$ cat src/rtl/iaee_pkg.sv
// Shared constants and types for the indexed array edit engine.
// Holds command and status codes, stream widths and the controller/datapath structs.
// No dependencies.
package iaee_pkg;

	// default capacity of the element store
	localparam int DEPTH_DEF = 128;

	// item field widths
	localparam int CMD_W   = 3;
	localparam int POS_W   = 8;
	localparam int DATA_W  = 32;
	localparam int ST_W    = 2;
	localparam int CNT_W   = 8;

	// stream widths, fields packed from bit 0 and padded to whole bytes
	localparam int IN_TDATA_W  = 48;
	localparam int OUT_TDATA_W = 48;

	// command codes
	localparam logic [CMD_W-1:0] CMD_APPEND  = 3'd0;
	localparam logic [CMD_W-1:0] CMD_INSERT  = 3'd1;
	localparam logic [CMD_W-1:0] CMD_DELETE  = 3'd2;
	localparam logic [CMD_W-1:0] CMD_REPLACE = 3'd3;
	localparam logic [CMD_W-1:0] CMD_READ    = 3'd4;
	localparam logic [CMD_W-1:0] CMD_SYMM    = 3'd5;

	// status codes
	localparam logic [ST_W-1:0] ST_OK     = 2'd0;
	localparam logic [ST_W-1:0] ST_BADPOS = 2'd1;
	localparam logic [ST_W-1:0] ST_FULL   = 2'd2;

	// commands from controller to datapath
	typedef struct packed {
		logic cap;         // capture the accepted item
		logic wr_app;      // write value at the current count
		logic wr_pos;      // write value at the item position
		logic cnt_inc;
		logic cnt_dec;
		logic walk_init;   // load the shift pointer
		logic walk_up;     // shift direction at init: 1 insert, 0 delete
		logic walk_rd;     // one shift step
		logic sym_init;    // load both symmetry pointers
		logic sym_rd;      // read a mirrored pair
		logic sym_next;    // move both pointers inward
		logic rd_issue;    // read at the item position
		logic rd_take;     // latch the read word into the result
		logic set_badpos;
		logic set_full;
		logic sym_one;     // mark the array symmetric
	} iaee_ctl_t;

	// status from datapath to controller
	typedef struct packed {
		logic [CMD_W-1:0] cmd;
		logic             pos_lt_cnt;
		logic             pos_le_cnt;
		logic             pos_at_end;  // position is the last element
		logic             full;
		logic             cnt_lt2;
		logic             walk_last;
		logic             pair_eq;
		logic             pairs_done;
	} iaee_sts_t;

endpackage

$ cat src/rtl/iaee_ctrl.sv
// Controller of the indexed array edit engine: one-hot state machine that decodes
// each item and sequences shifts, reads and the symmetry walk.
// Depends on iaee_pkg; drives iaee_dp through iaee_ctl_t.
module iaee_ctrl (
	input  logic                clk,
	input  logic                arst_n,
	input  logic                in_valid,
	output logic                in_ready,
	input  logic                out_free,
	output logic                out_load,
	input  iaee_pkg::iaee_sts_t sts,
	output iaee_pkg::iaee_ctl_t ctl
);

	typedef enum logic [8:0] {
		S_IDLE  = 9'b000000001,
		S_EXEC  = 9'b000000010,
		S_WALK  = 9'b000000100,
		S_DRAIN = 9'b000001000,
		S_FIN   = 9'b000010000,
		S_RD    = 9'b000100000,
		S_SYR   = 9'b001000000,
		S_SYC   = 9'b010000000,
		S_DONE  = 9'b100000000
	} iaee_state_t;

	iaee_state_t state_q;
	iaee_state_t state_d;

	// next state and commands
	always_comb begin
		state_d  = state_q;
		ctl      = '0;
		in_ready = 1'b0;
		out_load = 1'b0;
		unique case (state_q)
			S_IDLE: begin
				in_ready = 1'b1;
				if (in_valid) begin
					ctl.cap = 1'b1;
					state_d = S_EXEC;
				end
			end
			S_EXEC: begin
				state_d = S_DONE;
				unique case (sts.cmd)
					iaee_pkg::CMD_APPEND: begin
						if (sts.full) begin
							ctl.set_full = 1'b1;
						end else begin
							ctl.wr_app  = 1'b1;
							ctl.cnt_inc = 1'b1;
						end
					end
					iaee_pkg::CMD_INSERT: begin
						priority if (!sts.pos_le_cnt) begin
							ctl.set_badpos = 1'b1;
						end else if (sts.full) begin
							ctl.set_full = 1'b1;
						end else if (sts.pos_lt_cnt) begin
							ctl.walk_init = 1'b1;
							ctl.walk_up   = 1'b1;
							state_d       = S_WALK;
						end else begin
							state_d = S_FIN;
						end
					end
					iaee_pkg::CMD_DELETE: begin
						priority if (!sts.pos_lt_cnt) begin
							ctl.set_badpos = 1'b1;
						end else if (sts.pos_at_end) begin
							state_d = S_FIN;
						end else begin
							ctl.walk_init = 1'b1;
							state_d       = S_WALK;
						end
					end
					iaee_pkg::CMD_REPLACE: begin
						if (!sts.pos_lt_cnt) begin
							ctl.set_badpos = 1'b1;
						end else begin
							ctl.wr_pos = 1'b1;
						end
					end
					iaee_pkg::CMD_READ: begin
						if (!sts.pos_lt_cnt) begin
							ctl.set_badpos = 1'b1;
						end else begin
							ctl.rd_issue = 1'b1;
							state_d      = S_RD;
						end
					end
					iaee_pkg::CMD_SYMM: begin
						if (sts.cnt_lt2) begin
							ctl.sym_one = 1'b1;
						end else begin
							ctl.sym_init = 1'b1;
							state_d      = S_SYR;
						end
					end
					default: begin
						// unused codes leave everything as is
					end
				endcase
			end
			S_WALK: begin
				ctl.walk_rd = 1'b1;
				if (sts.walk_last) begin
					state_d = S_DRAIN;
				end
			end
			S_DRAIN: begin
				// last shifted word is written this cycle
				state_d = S_FIN;
			end
			S_FIN: begin
				if (sts.cmd == iaee_pkg::CMD_INSERT) begin
					ctl.wr_pos  = 1'b1;
					ctl.cnt_inc = 1'b1;
				end else begin
					ctl.cnt_dec = 1'b1;
				end
				state_d = S_DONE;
			end
			S_RD: begin
				ctl.rd_take = 1'b1;
				state_d     = S_DONE;
			end
			S_SYR: begin
				ctl.sym_rd = 1'b1;
				state_d    = S_SYC;
			end
			S_SYC: begin
				priority if (!sts.pair_eq) begin
					state_d = S_DONE;
				end else if (sts.pairs_done) begin
					ctl.sym_one = 1'b1;
					state_d     = S_DONE;
				end else begin
					ctl.sym_next = 1'b1;
					state_d      = S_SYR;
				end
			end
			S_DONE: begin
				if (out_free) begin
					out_load = 1'b1;
					state_d  = S_IDLE;
				end
			end
			default: begin
				state_d = S_IDLE;
			end
		endcase
	end

	// state register
	always_ff @(posedge clk or negedge arst_n) begin
		if (!arst_n) begin
			state_q <= S_IDLE;
		end else begin
			state_q <= state_d;
		end
	end

endmodule

$ cat config.mk
export PLATFORM = sky130hd
export DESIGN_NAME = iaee_ctrl
export DESIGN_NICKNAME = d
export VERILOG_FILES = /design/src/rtl/iaee_pkg.sv /design/src/rtl/iaee_ctrl.sv
export SDC_FILE = /design/constraint.sdc
export NUM_CORES = 1
export LEC_CHECK = 0
export CAP_MARGIN = 10
export CORE_MARGIN = 2
export CORE_UTILIZATION = 31
export CTS_CLUSTER_SIZE = 30
export DETAILED_ROUTE_END_ITERATION = 7
export DONT_BUFFER_PORTS = 1
export HOLD_SLACK_MARGIN = 0.08
export MAX_ROUTING_LAYER = met4
export PLACE_DENSITY_LB_ADDON = 0.3
export RECOVER_POWER = 50
export SLEW_MARGIN = 40
export SYNTH_ARGS = -nofsm -noshare
export SYNTH_HDL_FRONTEND = slang
export SYNTH_SLANG_ARGS = --single-unit
export TNS_END_PERCENT = 30
$ cat constraint.sdc
create_clock -name clk -period 2.6 [get_ports clk]
set_input_delay 0.52 -clock clk [delete_from_list [all_inputs] [get_ports clk]]
set_output_delay 0.52 -clock clk [all_outputs]
set_load 0.1 [all_outputs]
==> results of run 1 <==
## power breakdown
group	total [mW]	internal, mW	switching [mW]
logic	0.482	0.159	0.323
clock network	0.104	0.0589	0.0448
registers	0.210	0.167	0.0439
total	0.796	0.384	0.412
## cells in the mapped netlist, drive strengths merged
cell type / number
nand2: 6
buf: 3
nand4b: 1
o221ai: 1
xor2: 1
o211ai: 1
and4: 1
o31ai: 1
nor4: 4
nand4: 1
a41oi: 1
o2bb2ai: 1
o22a: 1
nand2b: 7
dfstp: 1
o21ai: 2
nand3: 1
nor3: 5
or2: 1
clkbuf: 1
nor3b: 3
nor2: 10
o32ai: 3
a2bb2oi: 1
and4b: 1
nor4b: 3
o211a: 1
or3b: 2
and3: 2
a211oi: 1
nor2b: 3
dfrtp: 8
a21oi: 4
a221oi: 1
o21a: 2
and2: 4
o22ai: 1
inv: 7
## cells by family (layout without fill, tap and decap cells)
family          count (synthesis)  after routing  synth area share (%)
compound gates                 22             22                  19.8
xor+xnor                        1              1                  1.02
buf+inv                        11             31                  5.96
flops                           9              9                  26.3
simple gates                   55             55                  46.9
## worst max-delay path: stages, from the launching register on
cell and delay [ns]:
dfrtp_1 0.46, nor3_4 0.32, nand4b_2 0.13, buf_4 0.23, nor4_4 0.34, buf_12 0.21
## worst max-delay path by stage
stage	endpoint	start	slack, ns	cells past startpoint
after global placement	ctl[9]	state_q[4]$_DFFE_PN0P_	0.37	5
after floorplan	ctl[2]	sts[8]	-0.50	5
after detailed placement	ctl[9]	state_q[4]$_DFFE_PN0P_	0.35	5
final	ctl[9]	state_q[8]$_DFFE_PN0P_	0.12	5
after CTS	ctl[9]	state_q[4]$_DFFE_PN0P_	0.05	5
after global routing	ctl[9]	state_q[8]$_DFFE_PN0P_	0.02	5
## layout make-up
cell class	instances	area, um2	share of cell area [%]
sequential	9	229	17.9
inverter	7	26.3	2.06
clock buffer	4	26.3	2.06
timing repair buffer	20	278	21.8
tap	31	38.8	3.04
multi-input combinational	78	678	53.1
## through the flow
step	worst slack (ns)	TNS [ns]	instances	hold slack, ns
floorplan	-0.504	-3.54	98	0.224
global placement	0.372	0	144	0.225
detailed placement	0.353	0	144	0.225
CTS	0.0541	0	149	0.0997
global route	0.0196	0	149	0.0917
finish	0.124	0	149	0.109
## routing by layer
| metal | GRT usage (%) | wire length, um |
|---|---|---|
| met1 | 20.7 | 1030 |
| met2 | 22.8 | 1080 |
| met3 | 2.30 | 118 |
| met4 | 2.72 | 0 |
| met5 | - | 0 |
## what timing repair did
| action | in CTS | in global routing |
|---|---|---|
| resized for setup | 0 | 2 |
| endpoints found under the setup margin | 0 | 4 |
| hold buffers | 1 | 0 |
| endpoints found under the hold margin | 8 | 0 |
==> impl_metrics.ini, run 1 <==
[global_route]
grt_pass1_wl_um = 3770
overflow = 0
grt_pass1_vias = 841
grtUsageTotal_pct = 14.8
grt_max_degree = 15
antenna_found_initial = 0

[finish]
reg_top3 = state_q (9)
n_fill_cell = 247
final_common_cell = buf_12
drive_above_1_share_pct = 39.8
final_cell_mix = buf_12 (10), buf_4 (9), nand2b_1 (7), inv_1 (7)
nets = 134
final_area_um2 = 1280
num_antenna_cells = 0
largest_reg_flops = 9
top_register = state_q
fin_util_pct = 47.5
syn2layout_area_growth_pct = 48.3

[logic_synthesis]
synth_top_area_cell = dfrtp_1
ys_ff_latch = 9
syn_inst = 98
synth_area_um2 = 861
syn_avg_cell_area_um2 = 8.78
yosysWarnings = 0
ys_seq_area_share_pct = 26.3
syn-num-nets = 113
synth.top_cell.area_share_pct = 23.3
ys_top_cells_by_area = dfrtp_1 (23%), nor4_4 (7.4%), nand2b_1 (5.1%)
synth_cell_types = 46

[detailed_routing]
first_pass_iters = 4
vias = 828
viasPerCell = 5.56
ant_nets = 0
wl_per_cell_um = 14.9
drc = 0
drtIter0Drc = 27
wirelength_um = 2220

[placed_design]
place_area_um2 = 1240
place.gp.congestion = 0.701
dp_hpwl_um = 1780
port-buffer-count = 0

[die]
num_io_pins = 33
die_y_um = 56.7
core_um2 = 2690
die-area_um2 = 3210
rows = 19
start_util_pct = 32.0
die_w_um = 56.7

[min_path]
hold_class = primary input to async pin

[worst_setup_path]
startpoint_type = register
r2r_cells = 6
r2r_start = state_q[8]$_DFFE_PN0P_
cp.arrival_ns = 1.96
end_kind = output pin
rrSetupSlack_ns = 0.74
crit_type = register to output pin
r2r_end = state_q[6]$_DFFE_PN0P_
crit_required_ns = 2.08
critPathMaxFanout = 14

[timing]
timing.fmax_mhz = 404
setup_viol = 0
maxSlewViolCount = 0
hold_viol = 0
worst_pin_slew_ns = 0.507
fin_worst_skew_ns = 0.00343
rsz0062_at_grt = false
fin_crit_ns = 2.48
maxSlewHeadroom_pct = 65.7
min_period_over_period_pct = 95.2

[clock_tree]
postCtsSetupRepairBufs = 0
clk_latency_ns = 0.25
cts_tree = done
cts_buffers = 3
cts_max_path_buffers = 2
cts-root-buf = clkbuf_4
cts_sinks = 9
htree_levels = 1
clk_pin_slew_ns = 0.06

[outcome]
outcome = completed

[job]
maxCapViolations = 0

[power_and_ir_drop]
p_per_area_nw_per_um2 = 624
p_leak_nw = 0.488
p_total_mw = 0.796
vdd_drop_max_v = 0.000649
Note: power is estimated with default switching activity, not from simulation.
==> run 2, diff against run 1 <==
Settings changed: CORE_ASPECT_RATIO from default to 0.8, HOLD_SLACK_MARGIN 0.08 to default, PLACE_DENSITY from default to 0.43, PLACE_DENSITY_LB_ADDON 0.3 to default.
==> run 2 against run 1 <==
Against the previous run:
- sequential power barely moved
- critical endpoint unchanged
- combinational power about the same
- setup slack worse by 0.0052 ns
- hold slack lost 0.022 ns
- power up 1.1%
==> impl_metrics.ini, run 2 (same netlist as run 1, synthesis figures left out) <==
[global_route]
overflow = 0
busiest_layer = met2
met1_usage_pct = 21.3
grt_max_degree = 15
met3_usage_pct = 5.29
grt_pass1_vias = 821
grtUsageTotal_pct = 15.5
antenna_found_initial = 0
grt_pass1_wl_um = 3750
use_met2_pct = 21.5

[detailed_routing]
wirelength_um = 2220
vias = 795
wl_per_cell_um = 14.1
ant_nets = 0
viasPerCell = 5.06
first_pass_iters = 4
drtIter0Drc = 15
drc = 0

[clock_tree]
cts_tree = done
htree_levels = 1
cts_sinks = 9
cts_buffers = 3
clk_latency_ns = 0.27
clk_pin_slew_ns = 0.06
cts-root-buf = clkbuf_4
cts_max_path_buffers = 2

[power_and_ir_drop]
p_per_area_nw_per_um2 = 625
p_leak_nw = 0.494
vdd_drop_max_v = 0.000591

[die]
rows = 17
die-area_um2 = 3220
start_util_pct = 31.9
die_w_um = 62.9
num_io_pins = 33
die_y_um = 51.1
core_um2 = 2700

[timing]
hold_viol = 0
maxSlewViolCount = 0
fin_worst_skew_ns = 0.00261
min_period_over_period_pct = 95.4
setup_viol = 0
timing.fmax_mhz = 403
rsz0062_at_grt = false
worst_pin_slew_ns = 0.570
maxSlewHeadroom_pct = 62.0
fin_crit_ns = 2.48
hold_ws_ns = 0.0866

[worst_setup_path]
end_kind = output pin
max_stage_delay_ns = 0.47
cp_slowest_cell = dfrtp_2
crit_type = register to output pin
crit_buf_inv = 2
crit_path_frequent_cell = nor4_4
cp.arrival_ns = 1.96
crit_family = simple AND/OR/NAND/NOR gates
cp_cell_sequence = nor4_4 > nand4b_2 > buf_4 > nor4_4 > buf_12
startpoint_type = register
crit_required_ns = 2.08
critPathMaxFanout = 14

[placed_design]
dp_cells = 152
port-buffer-count = 0
place.gp.congestion = 0.818
dp_hpwl_um = 1740

[finish]
syn2layout_area_growth_pct = 49.7
top_register = state_q
fin_util_pct = 47.7
reg_top3 = state_q (9)
drive_above_1_share_pct = 39.5
final_common_cell = buf_12
largest_reg_flops = 9
num_antenna_cells = 0
n_fill_cell = 269
final_cell_mix = buf_12 (10), buf_4 (9), nand2b_1 (7), inv_1 (7), dfrtp_1 (7)
final_cells = 157
nets = 135

[outcome]
outcome = completed

[job]
maxCapViolations = 0

[min_path]
hold_class = primary input to async pin
[run 2: changes by cell type in the layout (fill, tap and decap cells not counted)]
cell and change:
clkbuf_2 +1, dfrtp_1 +1, dfrtp_2 -1
[run 2: final timing paths]
kind	from	depth (start not counted)	endpoint	slack [ns]
setup / recovery	state_q[3]$_DFFE_PN0P_	5	ctl[9]	0.12
hold / removal	arst_n	0	state_q[0]$_DFFE_PN1P_	0.09
min in group clk	sts[10]	1	state_q[4]$_DFFE_PN0P_	0.36
hold reg to reg	state_q[3]$_DFFE_PN0P_	3	state_q[0]$_DFFE_PN1P_	0.69
max in group asynchronous	arst_n	1	state_q[3]$_DFFE_PN0P_	1.68
setup reg to reg	state_q[4]$_DFFE_PN0P_	6	state_q[0]$_DFFE_PN1P_	0.57
[run 2: timing repair]
item,CTS,global route
hold buffers,1,0
endpoints found under the hold margin,8,0
setup buffers,0,0
resized for setup,0,1
endpoints found under the setup margin,0,2
[run 2: routing by layer]
| metal | up-vias | wire length [um] |
|---|---|---|
| met5 | - | 0 |
| li1 | 406 | - |
| met1 | 370 | 1130 |
| met2 | 17 | 959 |
| met3 | 2 | 113 |
| met4 | 0 | 14 |
[run 2: layout make-up]
cell class	instances	area (um2)	share of cell area (%)
inverter	7	26.3	2.04
timing repair buffer	21	283	21.9
clock buffer	4	26.3	2.04
multi-input combinational	78	678	52.6
sequential	9	228	17.7
tap	38	47.5	3.69
[run 2: stage by stage]
stage	setup slack (ns)	power, mW	area [um2]	setup TNS, ns
detailed placement	0.384	0.697	1250	0
floorplan	-0.504	0.582	925	-3.54
finish	0.119	0.805	1290	0
global placement	0.419	0.697	1250	0
global route	0.0158	0.852	1290	0
CTS	0.0722	0.818	1290	0
[run 2: report_power, final]
group | total, mW | internal (mW) | switching, mW | leakage [nW]
registers | 0.210 | 0.166 | 0.0431 | 0.119
clock network | 0.116 | 0.0595 | 0.0565 | 0.0150
logic | 0.479 | 0.154 | 0.325 | 0.359
